**src/hdl/tsl_pkg.sv**
```systemverilog
// ----------------------------------------------------------------------------
// tsl_pkg
// Shared types, codes and helpers for the transfer slot ledger.
// ----------------------------------------------------------------------------
`default_nettype none

package tsl_pkg;

    // Default number of slots and the widest count any configuration can hold.
    localparam int SLOT_COUNT_DEF = 16;
    localparam int COUNT_MAX_W    = 9;

    // Field widths of the transfer channels.
    localparam int OP_W    = 4;
    localparam int INDEX_W = 8;
    localparam int GEN_W   = 32;
    localparam int CODE_W  = 3;
    localparam int STAT_W  = 3;
    localparam int CNT_OUT_W = 5;
    localparam int PHASE_W = 2;

    // Operation codes.
    typedef enum logic [OP_W-1:0] {
        OP_START     = 4'd0,
        OP_SUBMIT    = 4'd1,
        OP_CANCEL    = 4'd2,
        OP_COMPLETE  = 4'd3,
        OP_CANCEL_ALL = 4'd4,
        OP_WATCH_ON  = 4'd5,
        OP_WATCH_OFF = 4'd6,
        OP_RELEASE   = 4'd7,
        OP_READ      = 4'd8
    } op_t;

    // Result status codes.
    typedef enum logic [STAT_W-1:0] {
        ST_OK       = 3'd0,
        ST_BAD_SLOT = 3'd1,
        ST_STALE    = 3'd2,
        ST_ILLEGAL  = 3'd3,
        ST_REFUSED  = 3'd4
    } status_t;

    // Slot phases.
    typedef enum logic [PHASE_W-1:0] {
        PH_IDLE      = 2'd0,
        PH_SUBMITTED = 2'd1,
        PH_CANCEL    = 2'd2,
        PH_DONE      = 2'd3
    } phase_t;

    // Controller states.
    typedef enum logic {
        CTL_IDLE = 1'b0,
        CTL_EXEC = 1'b1
    } ctl_state_t;

    // Commands from the controller to the datapath.
    typedef struct packed {
        logic capture;
        logic execute;
    } tsl_cmd_t;

    // Saturate a slot count to the width of the result fields.
    function automatic logic [CNT_OUT_W-1:0] sat_count(input logic [COUNT_MAX_W-1:0] v);
        logic [CNT_OUT_W-1:0] r;
        if (v > COUNT_MAX_W'(31))
            r = CNT_OUT_W'(31);
        else
            r = v[CNT_OUT_W-1:0];
        return r;
    endfunction

endpackage

`default_nettype wire

```
**src/hdl/tsl_ctrl.sv**
```systemverilog
// ----------------------------------------------------------------------------
// tsl_ctrl
// Sequencer: captures a request, executes it when the result register is
// free, and tracks the valid flag of the result register.
// ----------------------------------------------------------------------------
`default_nettype none

module tsl_ctrl (
    input  wire logic             clk,
    input  wire logic             rst_n,
    input  wire logic             in_valid,
    output logic                  in_ready,
    output logic                  out_valid,
    input  wire logic             out_ready,
    output tsl_pkg::tsl_cmd_t     cmd
);

    tsl_pkg::ctl_state_t state_reg, state_next;
    logic                out_valid_reg, out_valid_next;
    logic                result_free;

    // The result register can take a new result when empty or being drained.
    assign result_free = !out_valid_reg || out_ready;

    // Next-state logic.
    always_comb
    begin
        state_next = state_reg;
        case (state_reg)
            tsl_pkg::CTL_IDLE:
            begin
                if (in_valid)
                    state_next = tsl_pkg::CTL_EXEC;
            end
            tsl_pkg::CTL_EXEC:
            begin
                if (result_free)
                    state_next = tsl_pkg::CTL_IDLE;
            end
            default:
            begin
                state_next = tsl_pkg::CTL_IDLE;
            end
        endcase
    end

    // Output logic: handshake and datapath commands.
    always_comb
    begin
        in_ready    = 1'b0;
        cmd.capture = 1'b0;
        cmd.execute = 1'b0;
        case (state_reg)
            tsl_pkg::CTL_IDLE:
            begin
                in_ready    = 1'b1;
                cmd.capture = in_valid;
            end
            tsl_pkg::CTL_EXEC:
            begin
                cmd.execute = result_free;
            end
            default:
            begin
                in_ready = 1'b0;
            end
        endcase
    end

    // Result valid flag: set by an execute, cleared when the result is taken.
    always_comb
    begin
        out_valid_next = out_valid_reg;
        if (cmd.execute)
            out_valid_next = 1'b1;
        else if (out_ready)
            out_valid_next = 1'b0;
    end

    assign out_valid = out_valid_reg;

    // State registers.
    always_ff @(posedge clk or negedge rst_n)
    begin
        if (!rst_n)
        begin
            state_reg     <= tsl_pkg::CTL_IDLE;
            out_valid_reg <= 1'b0;
        end
        else
        begin
            state_reg     <= state_next;
            out_valid_reg <= out_valid_next;
        end
    end

    // A captured request is executed in the following cycle or later.
    assert property (@(posedge clk) disable iff (!rst_n)
        cmd.capture |=> (state_reg == tsl_pkg::CTL_EXEC))
        else $error("captured request did not reach the execute state");

    // Every execute leaves a valid result behind it.
    assert property (@(posedge clk) disable iff (!rst_n)
        cmd.execute |=> out_valid_reg)
        else $error("execute did not present a result");

    // A waiting result is never overwritten.
    assert property (@(posedge clk) disable iff (!rst_n)
        (out_valid_reg && !out_ready) |-> !cmd.execute)
        else $error("result overwritten before transfer");

endmodule

`default_nettype wire

```
**src/hdl/tsl_datapath.sv**
```systemverilog
// ----------------------------------------------------------------------------
// tsl_datapath
// Slot flops, generation and counters, the operation decode and the result
// register of the transfer slot ledger.
// ----------------------------------------------------------------------------
`default_nettype none

module tsl_datapath #(
    parameter int SLOT_COUNT = tsl_pkg::SLOT_COUNT_DEF
) (
    input  wire logic                          clk,
    input  wire logic                          rst_n,
    input  wire tsl_pkg::tsl_cmd_t             cmd,
    input  wire logic [tsl_pkg::OP_W-1:0]      op,
    input  wire logic [tsl_pkg::INDEX_W-1:0]   slot_index,
    input  wire logic [tsl_pkg::GEN_W-1:0]     gen_tag,
    input  wire logic [tsl_pkg::CODE_W-1:0]    completion_code,
    output logic [tsl_pkg::STAT_W-1:0]         status,
    output logic [tsl_pkg::CNT_OUT_W-1:0]      pending_now,
    output logic [tsl_pkg::CNT_OUT_W-1:0]      pending_low,
    output logic [tsl_pkg::CNT_OUT_W-1:0]      finished_now,
    output logic [tsl_pkg::GEN_W-1:0]          gen_now,
    output logic                               observing,
    output logic [tsl_pkg::PHASE_W-1:0]        slot_status,
    output logic [tsl_pkg::CODE_W-1:0]         slot_outcome
);

    localparam int IDX_W = (SLOT_COUNT > 1) ? $clog2(SLOT_COUNT) : 1;
    localparam int CNT_W = $clog2(SLOT_COUNT + 1);
    localparam logic [tsl_pkg::INDEX_W:0] SLOT_LIMIT = (tsl_pkg::INDEX_W + 1)'(SLOT_COUNT);
    localparam logic [CNT_W-1:0] CNT_ONE = CNT_W'(1);

    // Captured request.
    logic [tsl_pkg::OP_W-1:0]    op_reg;
    logic [tsl_pkg::INDEX_W-1:0] idx_reg;
    logic [tsl_pkg::GEN_W-1:0]   gen_in_reg;
    logic [tsl_pkg::CODE_W-1:0]  code_reg;

    // Ledger state.
    logic [tsl_pkg::PHASE_W-1:0] phase_reg  [SLOT_COUNT];
    logic [tsl_pkg::PHASE_W-1:0] phase_next [SLOT_COUNT];
    logic [tsl_pkg::CODE_W-1:0]  result_reg  [SLOT_COUNT];
    logic [tsl_pkg::CODE_W-1:0]  result_next [SLOT_COUNT];
    logic [tsl_pkg::GEN_W-1:0]   cur_gen_reg, cur_gen_next;
    logic [CNT_W-1:0]            pend_reg, pend_next;
    logic [CNT_W-1:0]            low_reg, low_next;
    logic [CNT_W-1:0]            done_reg, done_next;
    logic                        watch_reg, watch_next;

    // Result register.
    logic [tsl_pkg::STAT_W-1:0]    status_reg;
    logic [tsl_pkg::CNT_OUT_W-1:0] pend_out_reg, low_out_reg, done_out_reg;
    logic [tsl_pkg::GEN_W-1:0]     gen_out_reg;
    logic                          watch_out_reg;
    logic [tsl_pkg::PHASE_W-1:0]   rd_phase_reg;
    logic [tsl_pkg::CODE_W-1:0]    rd_code_reg;

    // Decode helpers.
    logic                        idx_ok;
    logic                        gen_match;
    logic [IDX_W-1:0]            sel;
    logic [tsl_pkg::PHASE_W-1:0] sel_phase;
    logic [tsl_pkg::CODE_W-1:0]  sel_code;
    logic [tsl_pkg::STAT_W-1:0]  status_c;
    logic [tsl_pkg::PHASE_W-1:0] rd_phase_c;
    logic [tsl_pkg::CODE_W-1:0]  rd_code_c;
    logic                        note_low_c;

    assign idx_ok    = {1'b0, idx_reg} < SLOT_LIMIT;
    assign gen_match = gen_in_reg == cur_gen_reg;
    assign sel       = idx_reg[IDX_W-1:0];
    assign sel_phase = idx_ok ? phase_reg[sel] : tsl_pkg::PH_IDLE;
    assign sel_code  = idx_ok ? result_reg[sel] : '0;

    // Capture the request when it is accepted.
    always_ff @(posedge clk)
    begin
        if (cmd.capture)
        begin
            op_reg     <= op;
            idx_reg    <= slot_index;
            gen_in_reg <= gen_tag;
            code_reg   <= completion_code;
        end
    end

    // Operation decode and next ledger state.
    always_comb
    begin
        phase_next   = phase_reg;
        result_next  = result_reg;
        cur_gen_next = cur_gen_reg;
        pend_next    = pend_reg;
        low_next     = low_reg;
        done_next    = done_reg;
        watch_next   = watch_reg;
        status_c     = tsl_pkg::ST_OK;
        rd_phase_c   = '0;
        rd_code_c    = '0;
        note_low_c   = 1'b0;
        case (op_reg)
            tsl_pkg::OP_START:
            begin
                if (pend_reg != '0 || gen_in_reg == '0)
                    status_c = tsl_pkg::ST_REFUSED;
                else
                begin
                    for (int i = 0; i < SLOT_COUNT; i++)
                    begin
                        phase_next[i]  = tsl_pkg::PH_IDLE;
                        result_next[i] = '0;
                    end
                    cur_gen_next = gen_in_reg;
                    pend_next    = '0;
                    low_next     = '0;
                    done_next    = '0;
                    watch_next   = 1'b0;
                end
            end
            tsl_pkg::OP_SUBMIT:
            begin
                if (!idx_ok)
                    status_c = tsl_pkg::ST_BAD_SLOT;
                else if (!gen_match)
                    status_c = tsl_pkg::ST_STALE;
                else if (sel_phase != tsl_pkg::PH_IDLE && sel_phase != tsl_pkg::PH_DONE)
                    status_c = tsl_pkg::ST_ILLEGAL;
                else
                begin
                    if (sel_phase == tsl_pkg::PH_DONE && done_reg != '0)
                        done_next = done_reg - CNT_ONE;
                    phase_next[sel] = tsl_pkg::PH_SUBMITTED;
                    pend_next       = pend_reg + CNT_ONE;
                    note_low_c      = 1'b1;
                end
            end
            tsl_pkg::OP_CANCEL:
            begin
                if (!idx_ok)
                    status_c = tsl_pkg::ST_BAD_SLOT;
                else if (!gen_match)
                    status_c = tsl_pkg::ST_STALE;
                else if (sel_phase != tsl_pkg::PH_SUBMITTED)
                    status_c = tsl_pkg::ST_ILLEGAL;
                else
                    phase_next[sel] = tsl_pkg::PH_CANCEL;
            end
            tsl_pkg::OP_COMPLETE:
            begin
                if (!idx_ok)
                    status_c = tsl_pkg::ST_BAD_SLOT;
                else if (!gen_match)
                    status_c = tsl_pkg::ST_STALE;
                else if (sel_phase != tsl_pkg::PH_SUBMITTED && sel_phase != tsl_pkg::PH_CANCEL)
                    status_c = tsl_pkg::ST_ILLEGAL;
                else
                begin
                    phase_next[sel]  = tsl_pkg::PH_DONE;
                    result_next[sel] = code_reg;
                    if (pend_reg != '0)
                        pend_next = pend_reg - CNT_ONE;
                    done_next  = done_reg + CNT_ONE;
                    note_low_c = 1'b1;
                end
            end
            tsl_pkg::OP_CANCEL_ALL:
            begin
                if (!gen_match)
                    status_c = tsl_pkg::ST_STALE;
                else
                begin
                    for (int i = 0; i < SLOT_COUNT; i++)
                    begin
                        if (phase_reg[i] == tsl_pkg::PH_SUBMITTED)
                            phase_next[i] = tsl_pkg::PH_CANCEL;
                    end
                end
            end
            tsl_pkg::OP_WATCH_ON:
            begin
                if (watch_reg || pend_reg == '0)
                    status_c = tsl_pkg::ST_REFUSED;
                else
                begin
                    watch_next = 1'b1;
                    low_next   = pend_reg;
                end
            end
            tsl_pkg::OP_WATCH_OFF:
            begin
                watch_next = 1'b0;
            end
            tsl_pkg::OP_RELEASE:
            begin
                if (pend_reg != '0)
                    status_c = tsl_pkg::ST_REFUSED;
                else
                begin
                    for (int i = 0; i < SLOT_COUNT; i++)
                        phase_next[i] = tsl_pkg::PH_IDLE;
                    done_next = '0;
                end
            end
            tsl_pkg::OP_READ:
            begin
                if (!idx_ok)
                    status_c = tsl_pkg::ST_BAD_SLOT;
                else
                begin
                    rd_phase_c = sel_phase;
                    rd_code_c  = sel_code;
                end
            end
            default:
            begin
                status_c = tsl_pkg::ST_REFUSED;
            end
        endcase

        // Low-water tracking after a submit or a completion.
        if (note_low_c && watch_reg && pend_next < low_reg)
            low_next = pend_next;
    end

    // Slot flops and counters.
    always_ff @(posedge clk or negedge rst_n)
    begin
        if (!rst_n)
        begin
            for (int i = 0; i < SLOT_COUNT; i++)
            begin
                phase_reg[i]  <= tsl_pkg::PH_IDLE;
                result_reg[i] <= '0;
            end
            cur_gen_reg <= '0;
            pend_reg    <= '0;
            low_reg     <= '0;
            done_reg    <= '0;
            watch_reg   <= 1'b0;
        end
        else if (cmd.execute)
        begin
            phase_reg   <= phase_next;
            result_reg  <= result_next;
            cur_gen_reg <= cur_gen_next;
            pend_reg    <= pend_next;
            low_reg     <= low_next;
            done_reg    <= done_next;
            watch_reg   <= watch_next;
        end
    end

    // Result register, loaded with the state after the step.
    always_ff @(posedge clk)
    begin
        if (cmd.execute)
        begin
            status_reg    <= status_c;
            pend_out_reg  <= tsl_pkg::sat_count(tsl_pkg::COUNT_MAX_W'(pend_next));
            low_out_reg   <= tsl_pkg::sat_count(tsl_pkg::COUNT_MAX_W'(low_next));
            done_out_reg  <= tsl_pkg::sat_count(tsl_pkg::COUNT_MAX_W'(done_next));
            gen_out_reg   <= cur_gen_next;
            watch_out_reg <= watch_next;
            rd_phase_reg  <= rd_phase_c;
            rd_code_reg   <= rd_code_c;
        end
    end

    assign status       = status_reg;
    assign pending_now  = pend_out_reg;
    assign pending_low  = low_out_reg;
    assign finished_now = done_out_reg;
    assign gen_now      = gen_out_reg;
    assign observing    = watch_out_reg;
    assign slot_status  = rd_phase_reg;
    assign slot_outcome = rd_code_reg;

    // Each slot is at most one of pending or finished.
    assert property (@(posedge clk) disable iff (!rst_n)
        ({1'b0, pend_reg} + {1'b0, done_reg}) <= (CNT_W + 1)'(SLOT_COUNT))
        else $error("pending and finished counts exceed the slot count");

    // While observing, the low-water mark never exceeds the pending count.
    assert property (@(posedge clk) disable iff (!rst_n)
        watch_reg |-> (low_reg <= pend_reg))
        else $error("low-water mark above pending count");

    // A refused or rejected request leaves the counters untouched.
    assert property (@(posedge clk) disable iff (!rst_n)
        (cmd.execute && status_c != tsl_pkg::ST_OK)
        |=> ($stable(pend_reg) && $stable(done_reg) && $stable(cur_gen_reg)))
        else $error("rejected request changed the ledger counters");

endmodule

`default_nettype wire

```
**src/hdl/transfer_slot_ledger_core.sv**
```systemverilog
// ----------------------------------------------------------------------------
// transfer_slot_ledger_core
// Scoreboard for in-flight transfers with generation tagging.
// ----------------------------------------------------------------------------
// Each request is first captured from the input channel and then executed
// against the slot flops and counters, after which one result is presented
// on the output channel. Cancel-all, release and start-generation update
// every slot flop in the same execute cycle, so every operation costs the
// same. A new request can be accepted while the previous result still waits;
// its execute cycle is held until the result register has been emptied, and
// no further request is accepted while one waits to execute.
// ----------------------------------------------------------------------------
`default_nettype none

module transfer_slot_ledger_core #(
    parameter int SLOT_COUNT = tsl_pkg::SLOT_COUNT_DEF
) (
    input  wire logic                          clk,
    input  wire logic                          rst_n,
    input  wire logic                          in_valid,
    output logic                               in_ready,
    input  wire logic [tsl_pkg::OP_W-1:0]      op,
    input  wire logic [tsl_pkg::INDEX_W-1:0]   slot_index,
    input  wire logic [tsl_pkg::GEN_W-1:0]     gen_tag,
    input  wire logic [tsl_pkg::CODE_W-1:0]    completion_code,
    output logic                               out_valid,
    input  wire logic                          out_ready,
    output logic [tsl_pkg::STAT_W-1:0]         status,
    output logic [tsl_pkg::CNT_OUT_W-1:0]      pending_now,
    output logic [tsl_pkg::CNT_OUT_W-1:0]      pending_low,
    output logic [tsl_pkg::CNT_OUT_W-1:0]      finished_now,
    output logic [tsl_pkg::GEN_W-1:0]          gen_now,
    output logic                               observing,
    output logic [tsl_pkg::PHASE_W-1:0]        slot_status,
    output logic [tsl_pkg::CODE_W-1:0]         slot_outcome
);

    tsl_pkg::tsl_cmd_t cmd;

    // Sequencer.
    tsl_ctrl u_ctrl (
        .clk       (clk),
        .rst_n     (rst_n),
        .in_valid  (in_valid),
        .in_ready  (in_ready),
        .out_valid (out_valid),
        .out_ready (out_ready),
        .cmd       (cmd)
    );

    // Ledger datapath.
    tsl_datapath #(
        .SLOT_COUNT (SLOT_COUNT)
    ) u_datapath (
        .clk             (clk),
        .rst_n           (rst_n),
        .cmd             (cmd),
        .op              (op),
        .slot_index      (slot_index),
        .gen_tag         (gen_tag),
        .completion_code (completion_code),
        .status          (status),
        .pending_now     (pending_now),
        .pending_low     (pending_low),
        .finished_now    (finished_now),
        .gen_now         (gen_now),
        .observing       (observing),
        .slot_status     (slot_status),
        .slot_outcome    (slot_outcome)
    );

endmodule

`default_nettype wire
```
**config.mk**
```make
export PLATFORM = sky130hd
export DESIGN_NAME = transfer_slot_ledger_core
export DESIGN_NICKNAME = d
export VERILOG_FILES = /design/src/hdl/tsl_pkg.sv /design/src/hdl/tsl_ctrl.sv /design/src/hdl/tsl_datapath.sv /design/src/hdl/transfer_slot_ledger_core.sv
export SDC_FILE = /design/constraint.sdc
export NUM_CORES = 1
export LEC_CHECK = 0
export BUFFER_PORTS_ARGS = -buffer_cell sky130_fd_sc_hd__buf_2
export CAP_MARGIN = 0
export CELL_PAD_IN_SITES_DETAIL_PLACEMENT = 1
export CELL_PAD_IN_SITES_GLOBAL_PLACEMENT = 1
export CORE_UTILIZATION = 51
export CTS_CLUSTER_DIAMETER = 200
export DETAILED_ROUTE_END_ITERATION = 12
export PLACE_DENSITY_LB_ADDON = 0.1
export SLEW_MARGIN = 30
export SYNTH_ARGS = -nofsm -noshare
export SYNTH_HDL_FRONTEND = slang
export SYNTH_SLANG_ARGS = --single-unit
export TNS_END_PERCENT = 10
```
**constraint.sdc**
```tcl
create_clock -name clk -period 20.6 [get_ports clk]
set_input_delay 4.12 -clock clk [delete_from_list [all_inputs] [get_ports clk]]
set_output_delay 4.12 -clock clk [all_outputs]
set_load 0.05 [all_outputs]
```
==> results <==
- The number of flip-flops under the largest register name is 48.
- Global routing used about two fifths of the available met1 tracks.
- The first-pass iteration count of the detailed router is 8.
- The clock latency on the worst-skew pair is ~0.56 ns.
- The cell depth of the worst min-delay path is 1.
- The tree is rooted in a sky130_fd_sc_hd__clkbuf_16.
- The number of cells on the worst reg-to-reg path is 16.
- In this run, synthesis produced a sequential element count of 233.
- The run finished, with violations left.
- Synthesis produced a netlist with a net count of roughly 1100.
- The overall global routing resource usage is roughly 30%.
- Data on the critical path arrives at its endpoint at roughly 7.1 ns.
- The final wirelength is between 30000 and 40000 µm.
- Setup slack closes at approximately 14 ns.
- Detailed routing inserted a total of 8994 vias.
- The area of the multi-input gates is between 4000 and 5000 µm².
- Global routing consumed, on the met3 layer, 4.66% of the routing resources.
- The largest single stage delay on the critical path is about 0.75 ns.
- The area growth from synthesis to final layout is 15.5%.
- After detailed routing, the average wire length per cell comes to between 20 and 25 µm.
- The leakage power summed over all cells is about 5.6 nW.
- In this run, CTS created clock tree buffers numbering 26.
- Setup repair after global routing left no endpoint under its margin.
- The number of antenna violations at the first check in global routing came to 1.
- The count of pins over their slew limit was 0.
- With fillers left out, the area of the finished cells amounts to 13300 µm².
- The critical-path maximum fanout is 28.
- The mean post-synth cell area is 11.2 µm².
- The die is between 150 and 200 µm wide.
- The synthesized netlist cell count is about 1000.
- The number of hold violations in the final report is 0.
- Fill cells in the final layout number between 2000 and 2500.
- At the pin with the least slew margin, the transition time is between 0.9 and 1 ns.
- The worst hold-check slack is just over 0.5 ns.
- The number of standard cells in the final layout excluding fillers is between 1000 and 1500.
- Among all cell types in the netlist, the one instantiated most often is sky130_fd_sc_hd__nand2_1.
- The beginning of the worst register-to-register path is u_datapath.idx_reg[0].
- The die covers about 23000 µm².
- By area the synthesized netlist is led by sky130_fd_sc_hd__dfrtp_1 28%, sky130_fd_sc_hd__edfxtp_1 27%, sky130_fd_sc_hd__nand2_1 5.0%.
- After synthesis, the share of flip-flops with an asynchronous set or reset is between 50 and 60%.
- Walking the worst path, the cells encountered are buf_4 -> mux4_2 -> mux4_2 -> and2_1 -> ha_1 -> nor4_4 -> buf_4 -> a211oi_1 -> nor3_1 -> ha_1 -> a21o_1 -> a2111oi_0 -> nand4_1 -> o221ai_2 -> inv_2 -> mux2_2.
- The critical-path cell with the highest stage delay is sky130_fd_sc_hd__a2111oi_0.
- The congestion estimate from routability-driven global placement came to around 0.81.
- For this run, design rule violations remaining after detail routing come to 10.
- The clock period could shrink to 6.81 ns.
- The worst setup path is captured at a flop.
- The number of vias per cell is 6.32.
- The layer with the highest usage is met2.
- Clock tree synthesis found a total of around 230 sinks.
- The number of placed instances, taps included, is 1374.
- On the critical path the largest part of the delay comes from compound AO/OA/AOI/OAI gates.
- Max-cap violations in this run came to 0.
- The number of nets in the layout is between 1000 and 1500.
- OpenSTA, run right after detailed placement, puts the worst setup slack at 13.78 ns.
- The start point of the worst min-delay path is u_datapath.result_reg[29].
- The number of different library cells in the post-synthesis netlist is between 60 and 70.
- The internal power is ~1.1 mW.
- For this block, the initial DRC count from the detailed router was 646.
- For this design the ratio of total power to cell area is around 140 nW/µm².
- Net switching is between 30% and 40% of the power.
- The initialized floorplan defines 54 standard-cell rows.
- The warning count from the yosys run is 0.
- The count of buffer and inverter cells on the critical path is 3.
- The die span in y is between 150 and 200 µm.
- The net switching component of the power is between 0.7 and 0.8 mW.
- After clock tree synthesis, the setup repair step added 0 buffers.
- The via count of the first global-routing pass is approximately 9500.
- Counting flops with a built-in enable in the synthesized netlist gives between 100 and 150.
- The H-tree depth reported by CTS is 1.
- After synthesis, the largest area contributor takes up 28.3% of total cell area.
- The first global-routing pass estimated around 54000 µm of wire.
- The endpoint of the lowest-slack register-to-register path is u_datapath.pending_low[0].
- TritonCTS built the clock tree.
- After global routing the overflow that remains totals 0.
- Setup violations remaining at the end of the flow were counted as 0.
- Sequential elements use 55.1% of the synthesized area.
- The total half-perimeter wirelength after legalization and detailed placement is about 22000 µm.
- VDD sags by at most between 0.1 and 0.15 mV.
- The fraction of met2 tracks used by global routing is around 48%.
- The core outline area is 22000 µm².
- The internal reg-to-reg setup slack is ~14 ns.
- Registers are responsible for 40.4% of the overall power.
- The pin count of the biggest net entering global routing is 78.
- The maximum count of clock buffers along a single path is 3.
- In this run, post-CTS hold repair placed 0 buffers.
- The placed instances occupy a cell area of roughly 12000 µm².
- Overall power consumption after layout is estimated at around 1.8 mW.
- The starting density of the core is between 50% and 60%.
- The netlist area before placement is roughly 12000 µm².
- The count of instances resized after the clock tree is built is 0.
- The flip-flop cell with the highest count after synthesis is sky130_fd_sc_hd__dfrtp_1.
- The required time of the worst setup path is roughly 21 ns.
- The commonest cells after synthesis are 152 x sky130_fd_sc_hd__nand2_1, 130 x sky130_fd_sc_hd__dfrtp_1, 103 x sky130_fd_sc_hd__edfxtp_1.
- The count of port buffers added during placement is 108.
- The combinational fraction of design power is between 30% and 40%.
- The antenna violation net count after detailed routing is 0.
- The final clock period utilization by the worst path is roughly a third.
- After clock tree synthesis, the clock-pin slew on the worst setup and hold paths is roughly 0.060 ns.
- For this design the top-level I/O count stands at between 100 and 150.
- The worst clock skew is ~0.016 ns.
- Derived from the worst setup path, the maximum achievable clock frequency is around 150 MHz.
- Cells with a size suffix above 1 make up around 22% of the layout.
- The critical path is of the flop to flop type.
- The share of power burned in the clock network is between 20 and 30%.
- The setup total negative slack is 0 ns.
- The dominant cell type by area after synthesis is sky130_fd_sc_hd__dfrtp_1.
- Once layout is complete, the utilization of the core stands at 60.5%.
- The worst slew slack as a fraction of its limit is between 30 and 40%.
- The end of the worst hold path is u_datapath.result_reg[29].
- In this run the worst hold path is classified as flop to flop.
- The kind of start point of the critical path is a flop.
- The footprint of the flip-flops and latches is around 6300 µm².
- The final reports fail on DRC.
area by class of cell:
class / instances / share of cell area (%)
timing repair buffer: 127 / 5.19
clock inverter: 12 / 1.21
clock buffer: 36 / 5.88
multi-input combinational: 715 / 36.8
inverter: 19 / 0.556
sequential: 233 / 47.8
tap: 280 / 2.64
antenna: 1 / 0.0188
power by group through the flow:
stage,Combinational [mW],Clock [mW],Sequential (mW)
3_5_place_dp,0.587,0,0.743
2_1_floorplan,0.293,0,0.858
4_1_cts,0.595,0.509,0.739
5_1_grt,0.634,0.525,0.754
3_3_place_gp,0.568,0,0.738
6_report,0.593,0.502,0.742
worst max path at each step:
stage	startpoint	slack [ns]	endpoint	cells after the start
floorplan	out_ready	13.91	u_datapath.finished_now[0]	4
global placement	out_ready	14.03	u_datapath.phase_reg[14]	9
detailed placement	out_ready	13.78	u_datapath.phase_reg[26]	9
CTS	u_datapath.idx_reg[0]	13.89	u_datapath.pending_low[0]	16
global route	u_datapath.idx_reg[0]	13.39	u_datapath.pending_low[0]	17
finish	u_datapath.idx_reg[0]	13.79	u_datapath.pending_low[0]	16
worst register-to-register path: stages (launching register included):
cell and delay [ns]:
sky130_fd_sc_hd__edfxtp_1 0.32, sky130_fd_sc_hd__buf_4 0.43, sky130_fd_sc_hd__mux4_2 0.58, sky130_fd_sc_hd__mux4_2 0.49, sky130_fd_sc_hd__and2_1 0.20, sky130_fd_sc_hd__ha_1 0.52
sky130_fd_sc_hd__nor4_4 0.35, sky130_fd_sc_hd__buf_4 0.28, sky130_fd_sc_hd__a211oi_1 0.12, sky130_fd_sc_hd__nor3_1 0.72, sky130_fd_sc_hd__ha_1 0.38, sky130_fd_sc_hd__a21o_1 0.15
sky130_fd_sc_hd__a2111oi_0 0.75, sky130_fd_sc_hd__nand4_1 0.21, sky130_fd_sc_hd__o221ai_2 0.59, sky130_fd_sc_hd__inv_2 0.16, sky130_fd_sc_hd__mux2_2 0.31
kinds of logic after synthesis:
kind of cell	Yosys count	share of synthesized area, %
adder cells (fa/ha/maj)	10	1.09
AO/OA/AOI/OAI	262	15.3
AND/OR/NAND/NOR	341	14.2
buffers and inverters	83	2.79
flip-flops	233	55.1
XOR/XNOR	36	2.74
multiplexers	66	8.82
per-layer routing:
layer / wire length, µm / up-vias
met5: 0 / -
met2: 16300 / 276
met4: 1050 / 0
li1: - / 4037
met1: 15000 / 4613
met3: 1740 / 68
cells in the final DEF (no fill, tap or decap), drive strengths merged, types with 6 or more instances in the layout:
cell / count
a22o: 35
buf: 127
a2bb2oi: 17
or2: 8
clkbuf: 36
nor2: 59
a21oi: 33
o21ai: 78
and2: 9
clkinv: 8
dfrtp: 130
nand2b: 22
nand4: 14
xor2: 34
nor3: 19
mux2i: 8
o22ai: 15
or3: 6
ha: 10
mux4: 25
nand3: 9
nor4: 25
nand2: 152
edfxtp: 103
inv: 19
o21a: 12
mux2: 33
a22oi: 12
a31oi: 23
No activity file was read; power rests on OpenSTA's default activity.
